===== src/sv/truth_value_rule_unit_macros.svh =====
// Assertion macros shared by the truth value rule unit.
`ifndef TRUTH_VALUE_RULE_UNIT_MACROS_SVH
`define TRUTH_VALUE_RULE_UNIT_MACROS_SVH
`ifndef SYNTHESIS
// Same-cycle implication, checked on every clock outside reset.
`define TVRU_ASSERT_SAME(lbl, ante, cons, msg) \
    lbl: assert property (@(posedge clk) disable iff (!rst_n) (ante) |-> (cons)) \
        else $error(msg);
// Next-cycle implication, checked on every clock outside reset.
`define TVRU_ASSERT_NEXT(lbl, ante, cons, msg) \
    lbl: assert property (@(posedge clk) disable iff (!rst_n) (ante) |=> (cons)) \
        else $error(msg);
`else
`define TVRU_ASSERT_SAME(lbl, ante, cons, msg)
`define TVRU_ASSERT_NEXT(lbl, ante, cons, msg)
`endif
`endif


===== src/sv/tvru_pkg.sv =====
`default_nettype none
package tvru_pkg;

    // Rule codes.
    localparam logic [3:0] FN_AND  = 4'd0;
    localparam logic [3:0] FN_OR   = 4'd1;
    localparam logic [3:0] FN_NOT  = 4'd2;
    localparam logic [3:0] FN_IMPL = 4'd3;
    localparam logic [3:0] FN_MP   = 4'd4;
    localparam logic [3:0] FN_DED  = 4'd5;
    localparam logic [3:0] FN_IND  = 4'd6;
    localparam logic [3:0] FN_ABD  = 4'd7;
    localparam logic [3:0] FN_SIM  = 4'd8;

    // Q1.15 one and the rule constants.
    localparam logic [16:0] Q_ONE  = 17'd32768;
    localparam logic [14:0] K_0P9  = 15'd29491;
    localparam logic [14:0] K_0P85 = 15'd27853;
    localparam logic [14:0] K_0P8  = 15'd26214;
    localparam logic [14:0] K_0P7  = 15'd22938;
    localparam logic [14:0] K_0P6  = 15'd19661;
    localparam logic [14:0] K_0P5  = 15'd16384;

    // Number of quotient bits; also the number of iteration stages.
    localparam int DIV_STEPS = 17;

    typedef struct packed {
        logic [3:0]  func;
        logic [15:0] strength_a;
        logic [15:0] confidence_a;
        logic [31:0] count_a;
        logic [15:0] strength_b;
        logic [15:0] confidence_b;
        logic [31:0] count_b;
    } in_item_t;

    typedef struct packed {
        logic [15:0] out_strength;
        logic [15:0] out_confidence;
        logic [31:0] out_count;
    } out_item_t;

    // After the product stage.
    typedef struct packed {
        logic [3:0]  func;
        logic [31:0] prod_s;
        logic [31:0] prod_c;
        logic [15:0] sa;
        logic [15:0] sb;
        logic [15:0] ca;
        logic [15:0] cb;
        logic [31:0] n_sel;
    } front_t;

    // Carried through the divide and square root stages.
    typedef struct packed {
        logic [3:0]  func;
        logic [15:0] s_pre;
        logic [15:0] c_pre;
        logic [31:0] n;
        logic        div_zero;
        logic        div_ovf;
        logic [31:0] p;
        logic [31:0] d;
        logic [16:0] nlo;
        logic [16:0] q;
        logic [33:0] sv;
        logic [17:0] srem;
        logic [16:0] root;
    } iter_t;

    // Clamp a 17-bit value to Q1.15 one.
    function automatic logic [15:0] sat_q15(input logic [16:0] x);
        return (x > Q_ONE) ? Q_ONE[15:0] : x[15:0];
    endfunction

endpackage
`default_nettype wire


===== src/sv/tvru_front.sv =====
`default_nettype none
module tvru_front (
    input  wire logic              clk,
    input  wire logic              rst_n,
    input  wire logic              up_valid,
    output logic                   up_ready,
    input  wire tvru_pkg::in_item_t up_data,
    output logic                   dn_valid,
    input  wire logic              dn_ready,
    output tvru_pkg::front_t       dn_data
);
    import tvru_pkg::*;

    logic   valid_reg;
    front_t data_reg;
    front_t data_next;
    logic [31:0] n_min;
    logic [31:0] n_max;
    logic [32:0] n_sum;

    // Products and count selection.
    always_comb
    begin
        n_min = (up_data.count_a < up_data.count_b) ? up_data.count_a : up_data.count_b;
        n_max = (up_data.count_a > up_data.count_b) ? up_data.count_a : up_data.count_b;
        n_sum = {1'b0, up_data.count_a} + {1'b0, up_data.count_b};
        data_next.func   = up_data.func;
        data_next.prod_s = up_data.strength_a * up_data.strength_b;
        data_next.prod_c = up_data.confidence_a * up_data.confidence_b;
        data_next.sa     = up_data.strength_a;
        data_next.sb     = up_data.strength_b;
        data_next.ca     = up_data.confidence_a;
        data_next.cb     = up_data.confidence_b;
        case (up_data.func)
            FN_OR:   data_next.n_sel = n_max;
            FN_NOT:  data_next.n_sel = up_data.count_a;
            FN_IND:  data_next.n_sel = n_sum[32:1];
            default: data_next.n_sel = n_min;
        endcase
    end

    // Stage register; it loads whenever it is empty or draining.
    assign up_ready = !valid_reg || dn_ready;

    always_ff @(posedge clk or negedge rst_n)
    begin
        if (!rst_n)
            valid_reg <= 1'b0;
        else if (up_ready)
            valid_reg <= up_valid;
    end

    always_ff @(posedge clk)
    begin
        if (up_ready && up_valid)
            data_reg <= data_next;
    end

    assign dn_valid = valid_reg;
    assign dn_data  = data_reg;

endmodule
`default_nettype wire


===== config.mk =====
export PLATFORM = sky130hd
export DESIGN_NAME = tvru_front
export DESIGN_NICKNAME = d
export VERILOG_FILES = /design/src/sv/truth_value_rule_unit_macros.svh /design/src/sv/tvru_pkg.sv /design/src/sv/tvru_front.sv
export SDC_FILE = /design/constraint.sdc
export NUM_CORES = 1
export LEC_CHECK = 0
export ABC_AREA = 0
export CELL_PAD_IN_SITES_DETAIL_PLACEMENT = 0
export CELL_PAD_IN_SITES_GLOBAL_PLACEMENT = 1
export CORE_ASPECT_RATIO = 0.6
export CORE_MARGIN = 2
export CORE_UTILIZATION = 35
export CTS_BUF_LIST = sky130_fd_sc_hd__clkbuf_8 sky130_fd_sc_hd__clkbuf_16
export DETAILED_ROUTE_END_ITERATION = 7
export DONT_BUFFER_PORTS = 1
export PLACE_DENSITY = 0.67
export SLEW_MARGIN = 40
export SYNTH_ARGS = -nofsm -noshare
export SYNTH_HDL_FRONTEND = slang
export SYNTH_SLANG_ARGS = --single-unit

===== constraint.sdc =====
create_clock -name clk -period 6.6 [get_ports clk]
set_input_delay 0 -clock clk [delete_from_list [all_inputs] [get_ports clk]]
set_output_delay 0 -clock clk [all_outputs]
set_load 0.05 [all_outputs]

==> impl_metrics.toml <==
[run_status]
status = "complete, no violations"

[logic_synthesis]
synthFlopType = "edfxtp_1"
yosys-top-cells-area = "fa_1 (31%), edfxtp_1 (20%), ha_1 (14%), inv_1 (8.0%), and2_1 (6.4%)"
synth_area_sq_um = 25200
ys_seq_area_frac = 0.197
ys_ff_latch = 165
yosysMostFrequentCell = "inv_1"
yosys_warnings = 0
synthTopCellsByCount = "inv_1 (536), fa_1 (389), nand2_1 (314), ha_1 (272), and2_1 (258)"
syn-num-nets = 3398
ys_types = 75
syn_area_per_cell_sq_um = 9.67
synth_edf_count = 164
synthArstFlopShare = 0.00606
syn_inst = 2601
yosysTopAreaCellShare = 0.310
synth.largest_area_cell = "fa_1"

[critical_path]
path_cells = "and2_1, fa_1, inv_1, fa_1, fa_1, fa_1, inv_1, fa_1, inv_1, fa_1, inv_1, ha_1, nand2_1, o21ai_0, a22oi_1, a21oi_1, a31oi_1, a21oi_1, a311o_1, a21oi_2, xnor2_1"
worst_path_max_delay_cell = "a21oi_1"
ff2ff_setup_slack_ps = 3800
cp.arrival_ps = 5950
reg2reg_depth = 4
critPathKind = "input port to flop"
crit_fanout = 17
start_kind = "input port"
slowest_delay_ps = 630
end_kind = "flop"
critPathLaunch = "up_data[103]"
cp-endpoint = "dn_data[126]"
cp.buffers_inverters = 4
crit_required_ps = 6880
crit_top_cell = "fa_1"
path_delay_family = "adder cells"
cp_num_cells = 21
r2r_end = "dn_data[104]"
r2r_start = "dn_valid"

[route]
ant_nets = 0
drtIter0Drc = 1434
post_drt_wl_per_cell_um = 19.6
drt-total-wl_um = 71900
avgViaCountPerCell = 4.99
route.detailed.drc = 0
first_pass_iters = 5
vias = 18300

[finish]
regArea_sq_um = 4950
fin_nets = 3480
fillers = 7123
multi_input_area_sq_um = 17800
synthToLayoutAreaGrowth_pct = 11.9
drive_gt1_frac = 0.0260

[worst_hold_path]
hold_path_class = "input port to flop"
hold_depth = 4

[sta]
hold_viol_final = 0
finalSetupViolCount = 0
fin_skew_ps = 32.8
final.setup.tns_ps = 0
tightest_slew_ps = 758
drv_slew = 0
fmaxAchievable_mhz = 176
rsz0062_at_grt = "false"
max-slew-margin-rel = 0.489
fin_crit_sh = 0.859
final.min_clock_period_ps = 5670

[die]
num_rows = 76
die_w_um = 350
fp.dieH_um = 212
fp.dieArea_sq_um = 74100
initial_core_util = 0.352
pin_count = 302
coreArea_sq_um = 71400

[clock_network]
clock-sinks = 165
clockRootBuffer = "clkbuf_16"
htreeDepth = 4
cts_inserted_buffers = 17
cts_tree = "done"
cts.clk_slew.worst_paths_ps = 70
cts_max_path_buffers = 2
post_cts_buffers = 0
clkLatencyLatePin_ps = 540

[power_and_ir_drop]
powerDensity_nw_per_um2 = 552
peakVddDrop_uv = 571
p_leak_uw = 0.0132
total_power_uw = 15500

[global_route]
grt_use_total = 0.203
antenna_found_initial = 0
grt_pass1_wl_um = 114000
grt_overflow = 0
grt_pass1_vias = 19100
grt_max_degree = 151

[flow_run]
max_cap_violations = 0

[placement]
io_buffers = 0
hpwlAfterDp_um = 54800
gp_congestion = 0.875
## metrics by stage
step / cell area (sq um) / hold WS, ps / util / instances / setup WS [ps]
after floorplan: 25200 / -296 / - / 2601 / 909
after global routing: 28100 / 48.1 / 0.394 / 3671 / 653
after CTS: 28100 / 0.972 / 0.394 / 3670 / 1040
after detailed placement: 26100 / -296 / 0.365 / 3495 / 440
after global placement: 26100 / -296 / 0.365 / 3494 / 483
final: 28100 / 54.6 / 0.394 / 3673 / 930
## worst min path at each step
stage	startpoint	slack, ps	endpoint
2_1_floorplan	rst_n	-300	dn_valid
3_3_place_gp	rst_n	-300	dn_valid
3_5_place_dp	rst_n	-300	dn_valid
4_1_cts	up_data[50]	1	dn_data[130]
5_1_grt	up_data[50]	50	dn_data[130]
6_report	up_data[50]	50	dn_data[130]
## logic make-up after synthesis
logic type      share of synthesized area
buf+inv                            0.0949
fa+ha+maj                           0.445
compound gates                     0.0845
mux                               0.00363
simple gates                        0.146
flops                               0.197
xor+xnor                           0.0289
## sequential cells by signal, summed over array words and instances, names as in the netlist
register  count
dn_data     164
dn_valid      1
## layout by cell type (no fill, tap or decap), types with 6 or more instances in the layout
master and n:
o21ai_1 26, a211oi_1 10, nor4_1 6, o211ai_1 6, xor2_1 17, nand2_1 314
a22oi_1 25, inv_1 536, o221ai_1 6, nor2_1 60, edfxtp_1 164, ha_1 272
fa_1 389, dlygate4sd3_1 143, o21bai_1 13, nor2b_1 12, mux2i_1 8, o21ai_0 49
and2_1 257, nand4_1 8, o21a_1 7, nand2b_1 13, and3_1 7, xnor2_1 66
nor3_1 14, nand3_1 15, a21oi_1 97, a21o_1 38, clkbuf_16 17
## cell type report
class                      instances  share of cell area
clock buffer                      17              0.0151
clock inverter                    15             0.00653
sequential                       165               0.176
tap                              975              0.0433
antenna                            2            0.000178
multi-input combinational       1813               0.633
inverter                         536              0.0715
timing repair buffer             150              0.0541
## layer usage
layer / routed length (um) / vias to the layer above / track usage
li1: - / 8356 / -
met1: 36500 / 9323 / 0.318
met2: 28400 / 605 / 0.270
met3: 5940 / 59 / 0.0543
met4: 1020 / 0 / 0.0535
met5: 0 / - / 0
## report_power, final
| part | internal, uW | switching (uW) | total (uW) |
|---|---|---|---|
| Sequential | 1980 | 913 | 2890 |
| Clock | 541 | 549 | 1090 |
| Combinational | 4620 | 6940 | 11600 |
## worst register-to-register path, delay by kind of cell, from the launching register on
family,cells,cell delay (ps)
AND/OR/NAND/NOR,2,980
buffers and inverters,2,720
flip-flops,1,580
## timing repair
| item | CTS | global route |
|---|---|---|
| hold endpoints to repair | 122 | 0 |
| hold buffers | 143 | 0 |
| gates resized for setup | 0 | 0 |
Power figures use the tool's default switching activity.
