## src/sv/truth_value_rule_unit_macros.svh

```systemverilog
// Assertion macros shared by the truth value rule unit.
`ifndef TRUTH_VALUE_RULE_UNIT_MACROS_SVH
`define TRUTH_VALUE_RULE_UNIT_MACROS_SVH
`ifndef SYNTHESIS
// Same-cycle implication, checked on every clock outside reset.
`define TVRU_ASSERT_SAME(lbl, ante, cons, msg) \
    lbl: assert property (@(posedge clk) disable iff (!rst_n) (ante) |-> (cons)) \
        else $error(msg);
// Next-cycle implication, checked on every clock outside reset.
`define TVRU_ASSERT_NEXT(lbl, ante, cons, msg) \
    lbl: assert property (@(posedge clk) disable iff (!rst_n) (ante) |=> (cons)) \
        else $error(msg);
`else
`define TVRU_ASSERT_SAME(lbl, ante, cons, msg)
`define TVRU_ASSERT_NEXT(lbl, ante, cons, msg)
`endif
`endif

```

## src/sv/tvru_pkg.sv

```systemverilog
`default_nettype none
package tvru_pkg;

    // Rule codes.
    localparam logic [3:0] FN_AND  = 4'd0;
    localparam logic [3:0] FN_OR   = 4'd1;
    localparam logic [3:0] FN_NOT  = 4'd2;
    localparam logic [3:0] FN_IMPL = 4'd3;
    localparam logic [3:0] FN_MP   = 4'd4;
    localparam logic [3:0] FN_DED  = 4'd5;
    localparam logic [3:0] FN_IND  = 4'd6;
    localparam logic [3:0] FN_ABD  = 4'd7;
    localparam logic [3:0] FN_SIM  = 4'd8;

    // Q1.15 one and the rule constants.
    localparam logic [16:0] Q_ONE  = 17'd32768;
    localparam logic [14:0] K_0P9  = 15'd29491;
    localparam logic [14:0] K_0P85 = 15'd27853;
    localparam logic [14:0] K_0P8  = 15'd26214;
    localparam logic [14:0] K_0P7  = 15'd22938;
    localparam logic [14:0] K_0P6  = 15'd19661;
    localparam logic [14:0] K_0P5  = 15'd16384;

    // Number of quotient bits; also the number of iteration stages.
    localparam int DIV_STEPS = 17;

    typedef struct packed {
        logic [3:0]  func;
        logic [15:0] strength_a;
        logic [15:0] confidence_a;
        logic [31:0] count_a;
        logic [15:0] strength_b;
        logic [15:0] confidence_b;
        logic [31:0] count_b;
    } in_item_t;

    typedef struct packed {
        logic [15:0] out_strength;
        logic [15:0] out_confidence;
        logic [31:0] out_count;
    } out_item_t;

    // After the product stage.
    typedef struct packed {
        logic [3:0]  func;
        logic [31:0] prod_s;
        logic [31:0] prod_c;
        logic [15:0] sa;
        logic [15:0] sb;
        logic [15:0] ca;
        logic [15:0] cb;
        logic [31:0] n_sel;
    } front_t;

    // Carried through the divide and square root stages.
    typedef struct packed {
        logic [3:0]  func;
        logic [15:0] s_pre;
        logic [15:0] c_pre;
        logic [31:0] n;
        logic        div_zero;
        logic        div_ovf;
        logic [31:0] p;
        logic [31:0] d;
        logic [16:0] nlo;
        logic [16:0] q;
        logic [33:0] sv;
        logic [17:0] srem;
        logic [16:0] root;
    } iter_t;

    // Clamp a 17-bit value to Q1.15 one.
    function automatic logic [15:0] sat_q15(input logic [16:0] x);
        return (x > Q_ONE) ? Q_ONE[15:0] : x[15:0];
    endfunction

endpackage
`default_nettype wire

```

## src/sv/tvru_prep.sv

```systemverilog
`default_nettype none
module tvru_prep (
    input  wire logic            clk,
    input  wire logic            rst_n,
    input  wire logic            up_valid,
    output logic                 up_ready,
    input  wire tvru_pkg::front_t up_data,
    output logic                 dn_valid,
    input  wire logic            dn_ready,
    output tvru_pkg::iter_t      dn_data
);
    import tvru_pkg::*;

    logic  valid_reg;
    iter_t data_reg;
    iter_t data_next;

    logic [14:0] ks;
    logic [31:0] s_scaled;
    logic [31:0] c_scaled;
    logic [46:0] n_scaled;
    logic [16:0] s_raw;
    logic [16:0] c_raw;
    logic [31:0] c_sum;
    logic [46:0] num_n;
    logic [31:0] den;
    logic        zero;

    // Constant scaling, pass-through values and divider setup.
    always_comb
    begin
        case (up_data.func)
            FN_IND:  ks = K_0P8;
            FN_ABD:  ks = K_0P6;
            default: ks = K_0P85;
        endcase
        s_scaled = up_data.prod_s[31:15] * ks;
        c_scaled = up_data.prod_c[31:15] * K_0P9;
        n_scaled = up_data.n_sel * K_0P8;

        case (up_data.func)
            FN_AND:  s_raw = (up_data.sa < up_data.sb) ? {1'b0, up_data.sa} : {1'b0, up_data.sb};
            FN_OR:   s_raw = (up_data.sa > up_data.sb) ? {1'b0, up_data.sa} : {1'b0, up_data.sb};
            FN_NOT:  s_raw = ({1'b0, up_data.sa} > Q_ONE) ? 17'd0 : Q_ONE - {1'b0, up_data.sa};
            FN_MP,
            FN_DED:  s_raw = up_data.prod_s[31:15];
            FN_IND,
            FN_ABD,
            FN_SIM:  s_raw = s_scaled[31:15];
            default: s_raw = 17'd0;
        endcase

        case (up_data.func)
            FN_NOT:  c_raw = {1'b0, up_data.ca};
            FN_IMPL: c_raw = (up_data.ca < up_data.cb) ? {1'b0, up_data.ca} : {1'b0, up_data.cb};
            FN_DED:  c_raw = c_scaled[31:15];
            default: c_raw = 17'd0;
        endcase

        c_sum = {({1'b0, up_data.ca} + {1'b0, up_data.cb}), 15'd0};
        case (up_data.func)
            FN_IMPL:
            begin
                num_n = {16'd0, up_data.sb, 15'd0};
                den   = {16'd0, up_data.sa};
                zero  = (up_data.sa == 16'd0);
            end
            FN_AND,
            FN_OR:
            begin
                num_n = {up_data.prod_c, 15'd0};
                den   = c_sum - up_data.prod_c;
                zero  = (c_sum <= up_data.prod_c);
            end
            default:
            begin
                num_n = 47'd0;
                den   = 32'd0;
                zero  = 1'b1;
            end
        endcase

        data_next.func     = up_data.func;
        data_next.s_pre    = sat_q15(s_raw);
        data_next.c_pre    = sat_q15(c_raw);
        data_next.n        = (up_data.func == FN_ABD) ? n_scaled[46:15] : up_data.n_sel;
        data_next.div_zero = zero;
        data_next.div_ovf  = ({2'b0, num_n[46:17]} >= den);
        data_next.p        = {2'b0, num_n[46:17]};
        data_next.d        = den;
        data_next.nlo      = num_n[16:0];
        data_next.q        = 17'd0;
        data_next.sv       = {2'b00, up_data.prod_c};
        data_next.srem     = 18'd0;
        data_next.root     = 17'd0;
    end

    // Stage register.
    assign up_ready = !valid_reg || dn_ready;

    always_ff @(posedge clk or negedge rst_n)
    begin
        if (!rst_n)
            valid_reg <= 1'b0;
        else if (up_ready)
            valid_reg <= up_valid;
    end

    always_ff @(posedge clk)
    begin
        if (up_ready && up_valid)
            data_reg <= data_next;
    end

    assign dn_valid = valid_reg;
    assign dn_data  = data_reg;

endmodule
`default_nettype wire

```

## config.mk

```make
export PLATFORM = sky130hd
export DESIGN_NAME = tvru_prep
export DESIGN_NICKNAME = d
export VERILOG_FILES = /design/src/sv/truth_value_rule_unit_macros.svh /design/src/sv/tvru_pkg.sv /design/src/sv/tvru_prep.sv
export SDC_FILE = /design/constraint.sdc
export NUM_CORES = 2
export LEC_CHECK = 0
export BUFFER_PORTS_ARGS = -buffer_cell sky130_fd_sc_hd__buf_2
export CELL_PAD_IN_SITES_DETAIL_PLACEMENT = 1
export CELL_PAD_IN_SITES_GLOBAL_PLACEMENT = 1
export CORE_MARGIN = 2
export CORE_UTILIZATION = 47
export DETAILED_ROUTE_END_ITERATION = 6
export HOLD_SLACK_MARGIN = 0.08
export PLACE_DENSITY = 0.88
export SLEW_MARGIN = 20
export SYNTH_ARGS = -nofsm -noshare
export SYNTH_HDL_FRONTEND = slang
export SYNTH_SLANG_ARGS = --single-unit
```

## constraint.sdc

```tcl
create_clock -name clk -period 6.8 [get_ports clk]
set_input_delay 0.68 -clock clk [delete_from_list [all_inputs] [get_ports clk]]
set_output_delay 0.68 -clock clk [all_outputs]
set_load 0.005 [all_outputs]
```

==> impl_metrics.py <==
metrics = {
    "worst_setup_path": {
        "crit_path_end_kind": "flip-flop",
        "cp_max_fo": 3,
        "arrival_ns": 6.92,
        "r2r-start": "dn_valid",
        "r2r_slack_ns": 4.79,
        "r2r_cells": 3,
        "r2r_end": "dn_data[129]",
        "start_kind": "primary input",
        "cp.required_ns": 7.00,
        "crit_type": "primary input to flip-flop",
    },
    "hold_path": {
        "hold_path.class": "primary input to flip-flop",
        "holdPathEnd": "dn_valid",
        "holdPathStages": 2,
        "hp-start": "up_valid",
    },
    "floorplan": {
        "core_area_mm2": 0.0615,
        "placementRows": 91,
        "io_pins": 407,
        "die-area_mm2": 0.0640,
        "die_y_um": 253,
        "die_w_um": 253,
        "start_util_pct": 47.4,
    },
    "synth": {
        "synth-edff-count": 166,
        "synth_ff_type": "edfxtp_1",
        "synth_cell_types": 87,
        "avgSynthCellArea_um2": 10.1,
        "synth-seq-cells": 167,
        "syn-cell-area_mm2": 0.0291,
        "async_flop_share_pct": 0.599,
        "yosys_warnings": 0,
        "netlist_instances": 2897,
        "synth-seq-area-share_pct": 17.2,
    },
    "route": {
        "dr.pass1.iters": 6,
        "num_vias": 25328,
        "wire_per_inst_um": 27.1,
        "drt-initial-drc-count": 2054,
        "drt_wl_total_um": 115000,
        "drc": 0,
        "ant_nets": 0,
        "vias_per_cell": 5.97,
    },
    "place": {
        "dpl_cell_area_mm2": 0.0331,
        "place_congestion": 0.959,
        "dp.final_hpwl_um": 92300,
        "numPortBuffers": 320,
    },
    "global_routing": {
        "gr-total-overflow": 0,
        "grt_max_degree": 167,
        "track_usage_pct": 36.3,
        "antenna_found_initial": 25,
        "grt_pass1_vias": 27967,
        "grt_pass1_wl_um": 171000,
    },
    "final_layout": {
        "area_delta_synth_final_pct": 16.7,
        "fillCellCount": 7019,
        "mostFrequentLayoutCell": "inv_1",
        "mostFrequentLayoutCells": "inv_1, ha_1, fa_1",
        "fin_area_mm2": 0.0340,
        "drive_gt1_share_pct": 19.5,
        "num-nets-final": 4523,
    },
    "cts": {
        "clk-insertion-delay-late_ns": 0.50,
        "cts_tree": "built",
        "clockBufferDepth": 2,
        "cts-buffers-inserted": 17,
        "cts_root_buf": "clkbuf_16",
        "htreeDepth": 4,
        "clock-sinks": 167,
        "path_clk_slew_ns": 0.08,
    },
    "sta": {
        "slew_viol_final": 0,
        "period_needed_ns": 6.71,
        "fmax_mhz": 149,
        "timing.final.crit_share_pct": 98.7,
        "worstMarginPinSlew_ns": 1.16,
        "setup_viol": 0,
        "slew_headroom_pct": 22.1,
        "hold_viol_final": 0,
        "finalSetupTns_ns": 0,
        "fin_worst_skew_ns": 0.0139,
    },
    "power_and_ir_drop": {
        "swShare_pct": 53.3,
        "powerDensity_mw_per_mm2": 542,
        "p_int_mw": 8.61,
        "power_switching_mw": 9.81,
        "combPwrFrac_pct": 86.7,
        "pwr-share-clk_pct": 5.8,
        "ir_drop_uv": 382,
        "power_leakage_nw": 17.5,
        "p_seq_share_pct": 7.4,
    },
    "flow_run": {
        "timing.max_cap.violations": 0,
    },
    "run_status": {
        "outcome": "completed",
    },
}
## how the worst max path moves through the flow
stage,start,end,slack (ns),depth (start not counted)
6_report,up_data[5],dn_data[178],0.09,21
5_1_grt,up_data[6],dn_data[199],-0.07,22
4_1_cts,up_data[163],dn_data[217],0.006,29
3_5_place_dp,up_data[163],dn_data[217],-0.54,29
3_3_place_gp,up_data[163],dn_data[217],-0.26,29
2_1_floorplan,up_data[160],dn_data[228],0.02,28
## critical path, stage by stage
cell and delay, ns:
buf_2 0.15, ha_1 0.30, buf_4 0.14, ha_1 0.29
inv_1 0.06, fa_1 0.52, fa_1 0.58, inv_1 0.14
fa_1 0.63, fa_1 0.47, ha_1 0.36, a22oi_1 0.20
nand2_1 0.09, a21oi_1 0.37, o21ai_0 0.30, a21oi_1 0.36
o21ai_0 0.20, a2111o_1 0.44, a31oi_1 0.22, xor2_1 0.27
o21ai_0 0.14
## through the flow
stage / util (%) / worst slack, ns / power, mW / std cells / hold slack, ns
floorplan: - / 0.0180 / 10.4 / 2967 / 0.384
CTS: 54.9 / 0.00595 / 17.5 / 4229 / 0.388
global placement: 53.9 / -0.263 / 14.8 / 4196 / 0.455
finish: 55.3 / 0.0860 / 18.4 / 4243 / 0.397
detailed placement: 53.9 / -0.540 / 16.1 / 4196 / 0.455
global route: 55.3 / -0.0726 / 19.8 / 4241 / 0.408
## repair_timing
item / CTS / global route
hold endpoints to repair: 1 / 0
endpoints found under the setup margin: 2 / 44
pin swaps: 0 / 25
hold buffers: 1 / 0
gates resized for setup: 2 / 48
buffers inserted: 0 / 2
## synth_stat cells, drive strengths merged (16+ instances only)
| library cell | n | area, µm² |
|---|---|---|
| clkbuf | 47 | 176 |
| xnor2 | 57 | 499 |
| nand4 | 24 | 171 |
| a21o | 41 | 308 |
| ha | 535 | 6690 |
| o211ai | 16 | 120 |
| mux2i | 16 | 160 |
| nor2b | 19 | 126 |
| a221oi | 17 | 149 |
| fa | 392 | 7850 |
| buf | 77 | 573 |
| xor2 | 46 | 403 |
| a22oi | 25 | 193 |
| nand3 | 29 | 145 |
| edfxtp | 166 | 4980 |
| o21ai | 109 | 546 |
| a21oi | 131 | 667 |
| nor2 | 132 | 503 |
| nand2 | 147 | 552 |
| inv | 574 | 2150 |
| a31oi | 25 | 156 |
| and2 | 23 | 144 |
| nor3 | 38 | 195 |
## state kept, by name, summed over array words and instances (netlist names)
register  cells
dn_valid      1
dn_data     166
## cell type report
type	count	area, µm²	share of cell area [%]
inverters	574	2150	6.33
flip-flops and latches	167	5010	14.7
clock buffers	17	425	1.25
diodes	12	30.0	0.0883
clock inverters	15	191	0.563
multi-input cells	2102	21700	63.8
well taps	790	988	2.91
repair buffers	566	3510	10.3
## metal layers
layer,wire length (µm),vias up,GRT usage (%),share of wire [%]
met5,129,-,0.386,0.11
met4,9260,20,24.9,8.1
met3,10500,585,9.99,9.1
met2,53000,1443,58.0,46
met1,41900,12589,42.4,37
li1,-,10691,-,-
## power groups by stage
stage	clock, mW	combinational, mW	sequential (mW)
detailed placement	0	14.7	1.38
floorplan	0	9.06	1.37
CTS	1.08	15.1	1.36
finish	1.07	16.0	1.37
global placement	0	13.5	1.38
global route	1.11	17.3	1.37
## cells by family (layout without fill, tap and decap cells)
| group | Yosys count | after routing | synth area share [%] |
|---|---|---|---|
| buf+inv | 698 | 1172 | 9.97 |
| other cells | 2 | 84 | 0.0258 |
| fa+ha+maj | 927 | 927 | 49.9 |
| xor+xnor | 103 | 103 | 3.10 |
| flops | 167 | 167 | 17.2 |
| compound gates | 486 | 486 | 10.9 |
| simple gates | 496 | 496 | 8.33 |
| mux | 18 | 18 | 0.627 |
Note: power is estimated with default switching activity, not from simulation.
