[config.mk]
export PLATFORM = sky130hd
export DESIGN_NAME = tvru_iter
export DESIGN_NICKNAME = d
export VERILOG_FILES = /design/src/sv/truth_value_rule_unit_macros.svh /design/src/sv/tvru_pkg.sv /design/src/sv/tvru_iter.sv
export SDC_FILE = /design/constraint.sdc
export NUM_CORES = 1
export LEC_CHECK = 0
export ABC_AREA = 1
export BUFFER_PORTS_ARGS = -buffer_cell sky130_fd_sc_hd__buf_2
export CAP_MARGIN = 30
export CORE_AREA = 2 2 188 190
export DETAILED_ROUTE_END_ITERATION = 10
export DIE_AREA = 0 0 190 192
export PLACE_DENSITY = 0.71
export SLEW_MARGIN = 20
export SYNTH_ARGS = -nofsm -noshare
export SYNTH_HDL_FRONTEND = slang
export SYNTH_SLANG_ARGS = --single-unit
[constraint.sdc]
create_clock -name clk -period 17.4 [get_ports clk]
set_clock_uncertainty 0.15 [all_clocks]
set_input_delay 0.87 -clock clk [delete_from_list [all_inputs] [get_ports clk]]
set_output_delay 0.87 -clock clk [all_outputs]
set_load 0.005 [all_outputs]
[src/sv/truth_value_rule_unit_macros.svh]
// Assertion macros shared by the truth value rule unit.
`ifndef TRUTH_VALUE_RULE_UNIT_MACROS_SVH
`define TRUTH_VALUE_RULE_UNIT_MACROS_SVH
`ifndef SYNTHESIS
// Same-cycle implication, checked on every clock outside reset.
`define TVRU_ASSERT_SAME(lbl, ante, cons, msg) \
    lbl: assert property (@(posedge clk) disable iff (!rst_n) (ante) |-> (cons)) \
        else $error(msg);
// Next-cycle implication, checked on every clock outside reset.
`define TVRU_ASSERT_NEXT(lbl, ante, cons, msg) \
    lbl: assert property (@(posedge clk) disable iff (!rst_n) (ante) |=> (cons)) \
        else $error(msg);
`else
`define TVRU_ASSERT_SAME(lbl, ante, cons, msg)
`define TVRU_ASSERT_NEXT(lbl, ante, cons, msg)
`endif
`endif

[src/sv/tvru_pkg.sv]
`default_nettype none
package tvru_pkg;

    // Rule codes.
    localparam logic [3:0] FN_AND  = 4'd0;
    localparam logic [3:0] FN_OR   = 4'd1;
    localparam logic [3:0] FN_NOT  = 4'd2;
    localparam logic [3:0] FN_IMPL = 4'd3;
    localparam logic [3:0] FN_MP   = 4'd4;
    localparam logic [3:0] FN_DED  = 4'd5;
    localparam logic [3:0] FN_IND  = 4'd6;
    localparam logic [3:0] FN_ABD  = 4'd7;
    localparam logic [3:0] FN_SIM  = 4'd8;

    // Q1.15 one and the rule constants.
    localparam logic [16:0] Q_ONE  = 17'd32768;
    localparam logic [14:0] K_0P9  = 15'd29491;
    localparam logic [14:0] K_0P85 = 15'd27853;
    localparam logic [14:0] K_0P8  = 15'd26214;
    localparam logic [14:0] K_0P7  = 15'd22938;
    localparam logic [14:0] K_0P6  = 15'd19661;
    localparam logic [14:0] K_0P5  = 15'd16384;

    // Number of quotient bits; also the number of iteration stages.
    localparam int DIV_STEPS = 17;

    typedef struct packed {
        logic [3:0]  func;
        logic [15:0] strength_a;
        logic [15:0] confidence_a;
        logic [31:0] count_a;
        logic [15:0] strength_b;
        logic [15:0] confidence_b;
        logic [31:0] count_b;
    } in_item_t;

    typedef struct packed {
        logic [15:0] out_strength;
        logic [15:0] out_confidence;
        logic [31:0] out_count;
    } out_item_t;

    // After the product stage.
    typedef struct packed {
        logic [3:0]  func;
        logic [31:0] prod_s;
        logic [31:0] prod_c;
        logic [15:0] sa;
        logic [15:0] sb;
        logic [15:0] ca;
        logic [15:0] cb;
        logic [31:0] n_sel;
    } front_t;

    // Carried through the divide and square root stages.
    typedef struct packed {
        logic [3:0]  func;
        logic [15:0] s_pre;
        logic [15:0] c_pre;
        logic [31:0] n;
        logic        div_zero;
        logic        div_ovf;
        logic [31:0] p;
        logic [31:0] d;
        logic [16:0] nlo;
        logic [16:0] q;
        logic [33:0] sv;
        logic [17:0] srem;
        logic [16:0] root;
    } iter_t;

    // Clamp a 17-bit value to Q1.15 one.
    function automatic logic [15:0] sat_q15(input logic [16:0] x);
        return (x > Q_ONE) ? Q_ONE[15:0] : x[15:0];
    endfunction

endpackage
`default_nettype wire

[src/sv/tvru_iter.sv]
`default_nettype none
module tvru_iter (
    input  wire logic           clk,
    input  wire logic           rst_n,
    input  wire logic           up_valid,
    output logic                up_ready,
    input  wire tvru_pkg::iter_t up_data,
    output logic                dn_valid,
    input  wire logic           dn_ready,
    output tvru_pkg::iter_t     dn_data
);
    import tvru_pkg::*;

    logic  valid_reg;
    iter_t data_reg;
    iter_t data_next;
    logic [32:0] pp;
    logic [19:0] t;
    logic [19:0] trial;

    // One restoring divide step and one square root digit.
    always_comb
    begin
        data_next = up_data;
        pp = {up_data.p, up_data.nlo[16]};
        if (pp >= {1'b0, up_data.d})
        begin
            data_next.p = 32'(pp - {1'b0, up_data.d});
            data_next.q = {up_data.q[15:0], 1'b1};
        end
        else
        begin
            data_next.p = pp[31:0];
            data_next.q = {up_data.q[15:0], 1'b0};
        end
        data_next.nlo = {up_data.nlo[15:0], 1'b0};

        t     = {up_data.srem, up_data.sv[33:32]};
        trial = {1'b0, up_data.root, 2'b01};
        if (t >= trial)
        begin
            data_next.srem = 18'(t - trial);
            data_next.root = {up_data.root[15:0], 1'b1};
        end
        else
        begin
            data_next.srem = t[17:0];
            data_next.root = {up_data.root[15:0], 1'b0};
        end
        data_next.sv = {up_data.sv[31:0], 2'b00};
    end

    // Stage register.
    assign up_ready = !valid_reg || dn_ready;

    always_ff @(posedge clk or negedge rst_n)
    begin
        if (!rst_n)
            valid_reg <= 1'b0;
        else if (up_ready)
            valid_reg <= up_valid;
    end

    always_ff @(posedge clk)
    begin
        if (up_ready && up_valid)
            data_reg <= data_next;
    end

    assign dn_valid = valid_reg;
    assign dn_data  = data_reg;

endmodule
`default_nettype wire

==> results.py, run 1 <==
metrics = {
    "run_status": {
        "status": "completed",
    },
    "hold_path": {
        "hold_class": "primary input to flip-flop",
    },
    "critical_path": {
        "start_kind": "primary input",
        "worst_ep_arrival_time_ps": 3370,
        "cp_top_family": "simple AND/OR/NAND/NOR gates",
        "r2r_slack_ps": 14830,
        "path_cells": "buf_2 > inv_1 > ha_1 > nand2_1 > nor2_2 > nand2_1 > nor2_1 > nand2_1 > nand3_1 > nor2_4 > nand2_8 > nand3_2 > nand2_1",
        "path_class": "primary input to flip-flop",
        "critPathCaptureType": "flip-flop",
        "worst_path_most_repeated_cell": "nand2_1",
        "crit_buf_inv": 2,
        "cpPeakStageDelay_ps": 690,
        "crit_fanout": 35,
        "critPathRequiredTime_ps": 17540,
        "crit_slowest_cell": "nor2_4",
    },
    "cells_and_area": {
        "regArea_um2": 7050,
        "stdcell_count": 2138,
        "area_growth_pct": 32.7,
        "fillers": 3331,
        "multi_input_area_um2": 3790,
        "fin_nets": 1940,
        "drive_gt1_share_pct": 34.8,
    },
    "logic_synthesis": {
        "synth_xor_area_share_pct": 1.79,
        "synth_top_cell_area_share_pct": 60.0,
        "ys_seq_area_share_pct": 60.2,
        "synthDistinctLibCells": 40,
        "synthTopCellsByArea": "edfxtp_1, nand2_1, inv_1",
        "syn-cell-area_um2": 11700,
        "synth_compound_area_share_pct": 2.89,
        "synth_cells": 1151,
        "synthSimpleGateAreaFrac_pct": 21.8,
        "postSynthAreaPerCell_um2": 10.2,
        "synthAdderAreaFrac_pct": 5.62,
        "synth.mux.area_fraction_pct": 0,
        "synth_top_family_by_area": "simple AND/OR/NAND/NOR gates",
        "ys_ff_latch": 235,
        "ys_warn_count": 0,
        "synth_top_cell_by_area": "edfxtp_1",
    },
    "route": {
        "wirelength_um": 37600,
        "dr_total_vias": 9540,
        "dr.pass1.iters": 7,
        "via_per_inst": 4.46,
        "antenna_left": 0,
        "routedWlPerCell_um": 17.6,
        "first_iter_violations": 495,
        "drc_errors": 0,
    },
    "global_route": {
        "grt_pass1_vias": 9357,
        "use_met3_pct": 3.86,
        "grt_antenna_before_repair": 16,
        "grt-busiest-layer": "met2",
        "grt_util_met2_pct": 34.3,
        "grt_pass1_wl_um": 54400,
        "grt_use_total_pct": 19.7,
        "overflow": 0,
        "grt_max_degree": 76,
        "met1_usage_pct": 23.6,
    },
    "floorplanning": {
        "initial_core_util_pct": 34.2,
        "die_x_um": 190,
        "ios": 480,
        "die_h_um": 192,
        "core_area_um2": 34300,
        "dieArea_um2": 36500,
        "row_count": 68,
    },
    "sta": {
        "worst_slew_pin_slew_ps": 883,
        "fin_crit_sh_pct": 18.6,
        "hold_viol": 0,
        "maxSlewViolCount": 0,
        "fmax_mhz": 309,
        "tns_ps": 0,
        "setup_viol": 0,
        "rsz0062_at_grt": "false",
        "max_slew_margin_pct": 41.0,
        "fin_crit_ps": 3230,
    },
    "placed_design": {
        "portBuffers": 475,
        "hpwl_um": 30600,
        "place_inst": 2071,
        "gp_congestion": 0.905,
    },
    "cts": {
        "clkSlewWorstSetupHoldPaths_ps": 70,
        "cts_resized": 0,
        "cts-buffers-inserted": 27,
        "cts_setup_buffers": 0,
        "tritoncts": "built",
        "clockBufferDepth": 3,
        "htreeDepth": 1,
        "clockRootBuffer": "clkbuf_16",
        "cts_sinks": 235,
        "worstSkewPairLatency_ps": 550,
    },
    "pwr": {
        "p_per_area_nw_per_um2": 96.7,
        "vdd_drop_max_mv": 0.0707,
        "p_leak_nw": 7.62,
    },
    "flow_run": {
        "maxCapViolations": 0,
    },
}
-- layout make-up --
type | count | area share (%)
inverter | 202 | 4.88
tap | 455 | 3.66
sequential | 235 | 45.4
multi-input combinational | 700 | 24.4
timing repair buffer | 481 | 15.7
antenna | 15 | 0.242
clock buffer | 30 | 4.42
clock inverter | 20 | 1.32
-- cells in the mapped netlist --
| library cell | number |
|---|---|
| nand3b_4 | 1 |
| inv_2 | 10 |
| nor3_2 | 2 |
| buf_2 | 7 |
| o21a_1 | 1 |
| a21o_1 | 3 |
| nand2_2 | 3 |
| dfrtp_1 | 1 |
| nand3_4 | 1 |
| nor2_4 | 1 |
| nor2_2 | 8 |
| a21oi_2 | 1 |
| buf_4 | 3 |
| nand3_1 | 63 |
| inv_1 | 192 |
| nand2_8 | 1 |
| nand2_1 | 354 |
| ha_1 | 51 |
| buf_8 | 2 |
| nand3_2 | 23 |
| nand3b_1 | 13 |
| edfxtp_1 | 234 |
| a21oi_1 | 35 |
| nand4_4 | 1 |
| nor3_1 | 7 |
| o21ai_0 | 7 |
| o21bai_1 | 6 |
| and2_1 | 9 |
| clkbuf_1 | 1 |
| nand2_4 | 1 |
| buf_6 | 2 |
| o21ai_1 | 9 |
| nand4_1 | 14 |
| xor2_1 | 20 |
| xnor2_1 | 4 |
| or2_2 | 1 |
| buf_12 | 1 |
| nor2_1 | 56 |
| fa_1 | 1 |
| conb_1 | 1 |
-- cell families after synthesis --
| kind of cell | count (synthesis) |
|---|---|
| adder cells (fa/ha/maj) | 52 |
| XOR/XNOR | 24 |
| AO/OA/AOI/OAI | 62 |
| buffers and inverters | 218 |
| AND/OR/NAND/NOR | 559 |
| flip-flops | 235 |
| other | 1 |
-- flip-flops by register name (all words and copies together), names as in the netlist --
register	flops
dn_data	234
dn_valid	1
-- routing by layer --
metal	vias up	routed length [um]
li1	4780	-
met3	55	2400
met4	2	1070
met2	323	18900
met1	4380	15300
met5	-	9
-- cell usage in the layout, fill, tap and decap left out, types with 4 or more instances in the layout --
master      instances
and2_1              9
inv_2              10
clkbuf_16          27
xnor2_1             4
nand3b_1           13
buf_2             475
a21oi_1            34
nand3_1            63
clkinvlp_4          5
inv_6               5
o21ai_1             9
nand3_2            23
diode_2            15
nor2_2              8
nor3_1              7
buf_4               4
inv_1             192
ha_1               51
xor2_1             20
nand4_1            14
nor2_1             56
edfxtp_1          234
o21ai_0             7
o21bai_1            6
nand2_1           354
-- worst paths after layout --
| check | startpoint | end | depth (start not counted) |
|---|---|---|---|
| hold / removal | up_data[187] | dn_data[187] | 1 |
| setup / recovery | up_data[126] | dn_data[158] | 13 |
| max in group asynchronous | rst_n | dn_valid | 2 |
| hold reg to reg | dn_valid | dn_valid | 2 |
| setup reg to reg | dn_valid | dn_data[197] | 4 |
| min in group asynchronous | rst_n | dn_valid | 2 |
-- power by group --
group	total, mW	switching [mW]	internal (mW)
Sequential	0.681	0.00963	0.672
Combinational	0.250	0.153	0.0970
Clock	0.572	0.249	0.323
Total	1.50	0.411	1.09
-- timing repair --
item	4_1_cts	5_1_grt
hold endpoints to repair	1	0
endpoints found under the setup margin	0	0
hold buffers	1	0
-- metrics by stage --
step | util (%) | power, mW | hold WS [ps] | cell area (um2) | setup slack [ps]
floorplan | - | 0.849 | 378 | 11700 | 4210
detailed placement | 42.5 | 0.943 | 436 | 14600 | 13540
finish | 45.3 | 1.50 | 343 | 15500 | 14170
global route | 45.3 | 1.57 | 312 | 15500 | 13940
global placement | 42.5 | 0.940 | 409 | 14600 | 13530
CTS | 45.1 | 1.52 | 310 | 15500 | 14130
No activity file was read; power rests on OpenSTA's default activity.
==> run 2: changes to the inputs <==
==> constraint.sdc (replaced) <==
create_clock -name clk -period 3.1 [get_ports clk]
set_clock_uncertainty 0.15 [all_clocks]
set_input_delay 0.155 -clock clk [delete_from_list [all_inputs] [get_ports clk]]
set_output_delay 0.155 -clock clk [all_outputs]
set_load 0.005 [all_outputs]
==> run 2 against run 1 <==
- count of clock-buffer cells in the layout fell by 1
- combinational power rose to 6.7 times the previous value
- first-iteration DRC count rose by 29%
- flip-flop and latch count did not move
- core utilization rose by 6.8 points
- sequential share of layout area fell by 5.9 points
- register-to-register slack got worse by 14000 ps
- via count rose by 13%
- global-route usage rose by 1.7 points
- critical path depth rose by 1
- worst hold slack got worse by 170 ps
- sequential power rose to 5.6 times the previous value
- critical path type unchanged
==> results.py, run 2 (synthesis gave the netlist of run 1 again) <==
metrics = {
    "route": {
        "dr_wl_met3_um": 2470,
        "via_per_inst": 4.56,
        "dr.pass1.iters": 5,
        "drt-met1-wl_um": 16100,
        "antenna_left": 0,
        "top_layer": "met4",
        "wirelength_um": 41100,
        "dr_total_vias": 10800,
        "drc_errors": 0,
        "routedWlPerCell_um": 17.4,
        "wl_met2_um": 21400,
        "first_iter_violations": 641,
    },
    "critical_path": {
        "cpPeakStageDelay_ps": 520,
        "start_kind": "primary input",
        "path_class": "primary input to flip-flop",
        "worst_path_most_repeated_cell": "nand2_1",
        "r2r_slack_ps": 1270,
        "critPathRequiredTime_ps": 3230,
        "crit_slowest_cell": "dlygate4sd3_1",
        "crit_buf_inv": 3,
        "crit_path_end": "dn_data[145]",
        "r2r-start": "dn_valid",
        "critPathCaptureType": "flip-flop",
        "startpoint": "up_data[120]",
        "worst_ep_arrival_time_ps": 2930,
        "reg2regPathDepth": 2,
        "path_cells": "dlygate4sd3_1 > buf_2 > inv_1 > ha_1 > nand2_1 > nor2_1 > nand2_1 > nor2_1 > nand2_1 > nand3_1 > nor2_4 > nand2_8 > nand2_1 > nand2_1",
        "r2r_end": "dn_data[98]",
        "cp.depth": 14,
        "crit_fanout": 35,
        "cp_top_family": "simple AND/OR/NAND/NOR gates",
    },
    "cells_and_area": {
        "stdcell_count": 2363,
        "mostFrequentLayoutCells": "buf_2, nand2_1, dlygate4sd3_1, edfxtp_1, inv_1",
        "design_area_um2": 17900,
        "largest_reg_flops": 234,
        "layout_commonest_cell": "buf_2",
        "area_growth_pct": 52.5,
        "fin_nets": 2175,
        "final_util_pct": 52.1,
        "drive_gt1_share_pct": 30.2,
    },
    "floorplanning": {
        "die_x_um": 190,
        "dieArea_um2": 36500,
        "core_area_um2": 34300,
        "initial_core_util_pct": 34.2,
        "die_h_um": 192,
        "row_count": 68,
        "ios": 480,
    },
    "pwr": {
        "vdd_drop_max_mv": 0.386,
        "p_per_area_nw_per_um2": 483,
        "p_leak_nw": 8.60,
    },
    "sta": {
        "worst_slew_pin_slew_ps": 925,
        "fin_crit_sh_pct": 90.4,
        "rsz0062_at_grt": "false",
        "max_slew_margin_pct": 38.3,
        "fin_crit_ps": 2800,
        "setup_viol": 0,
        "setup_slack_ps": 297,
        "hold_viol": 0,
        "maxSlewViolCount": 0,
        "fmax_mhz": 357,
    },
    "placed_design": {
        "portBuffers": 475,
        "gp_congestion": 0.918,
        "dpl_worst_slack_ps": 85.0,
        "hpwl_um": 30500,
        "place_inst": 2071,
        "place_area_um2": 14600,
    },
    "flow_run": {
        "maxCapViolations": 0,
    },
    "run_status": {
        "status": "completed",
    },
    "cts": {
        "cts_sinks": 235,
        "clkSlewWorstSetupHoldPaths_ps": 60,
        "clockRootBuffer": "clkbuf_16",
        "htreeDepth": 1,
        "worstSkewPairLatency_ps": 540,
        "cts-buffers-inserted": 26,
        "tritoncts": "built",
        "clockBufferDepth": 3,
    },
    "hold_path": {
        "hold_class": "primary input to flip-flop",
        "worstHoldStart": "up_data[96]",
    },
    "global_route": {
        "grt_use_total_pct": 21.5,
        "grt_pass1_wl_um": 59900,
        "grt_max_degree": 99,
        "grt_antenna_before_repair": 6,
        "overflow": 0,
        "grt_pass1_vias": 10800,
    },
}
[run 2: changes by cell type in the layout (fill, tap and decap cells not counted), sizes merged, moves of 3 or more]
cell / delta
inv: -8
dlygate4sd3: +236
diode: -7
clkinvlp: -3
clkinv: +7
[run 2: area by class of cell]
type                    count  area (um2)
flip-flops and latches    235        7050
multi-input cells         701        3790
inverters                 202         758
clock inverters            17         170
clock buffers              29         683
diodes                      8        20.0
fillers                  3019       16400
well taps                 455         569
repair buffers            716        4820
[run 2: through the flow]
stage	hold WS, ps	setup TNS, ps	power [mW]
after floorplan	-291	-412270	4.71
after global placement	-220	0	5.27
after detailed placement	-218	0	5.30
after CTS	141	0	8.67
after global routing	156	0	9.00
final	173	0	8.63
[run 2: what timing repair did]
item / CTS / global route
buffers inserted: 0 / 0
endpoints found under the hold margin: 235 / 0
hold buffers: 237 / 0
gates resized for setup: 0 / 0
endpoints found under the setup margin: 0 / 32
[run 2: how the worst min path moves through the flow]
stage	to	cells past startpoint
finish	dn_data[97]	2
global route	dn_data[132]	2
CTS	dn_data[97]	2
detailed placement	dn_valid	1
global placement	dn_valid	1
floorplan	dn_valid	0
[run 2: power breakdown]
part / total (mW) / switching [mW] / internal, mW
Clock: 3.12 / 1.29 / 1.83
Sequential: 3.84 / 0.0635 / 3.77
Combinational: 1.67 / 0.931 / 0.743
[run 2: per-layer routing]
metal,vias up,global-route usage (%)
met2,461,40.0
met3,93,3.09
met5,-,0
li1,5242,-
met1,4981,25.0
met4,0,7.81
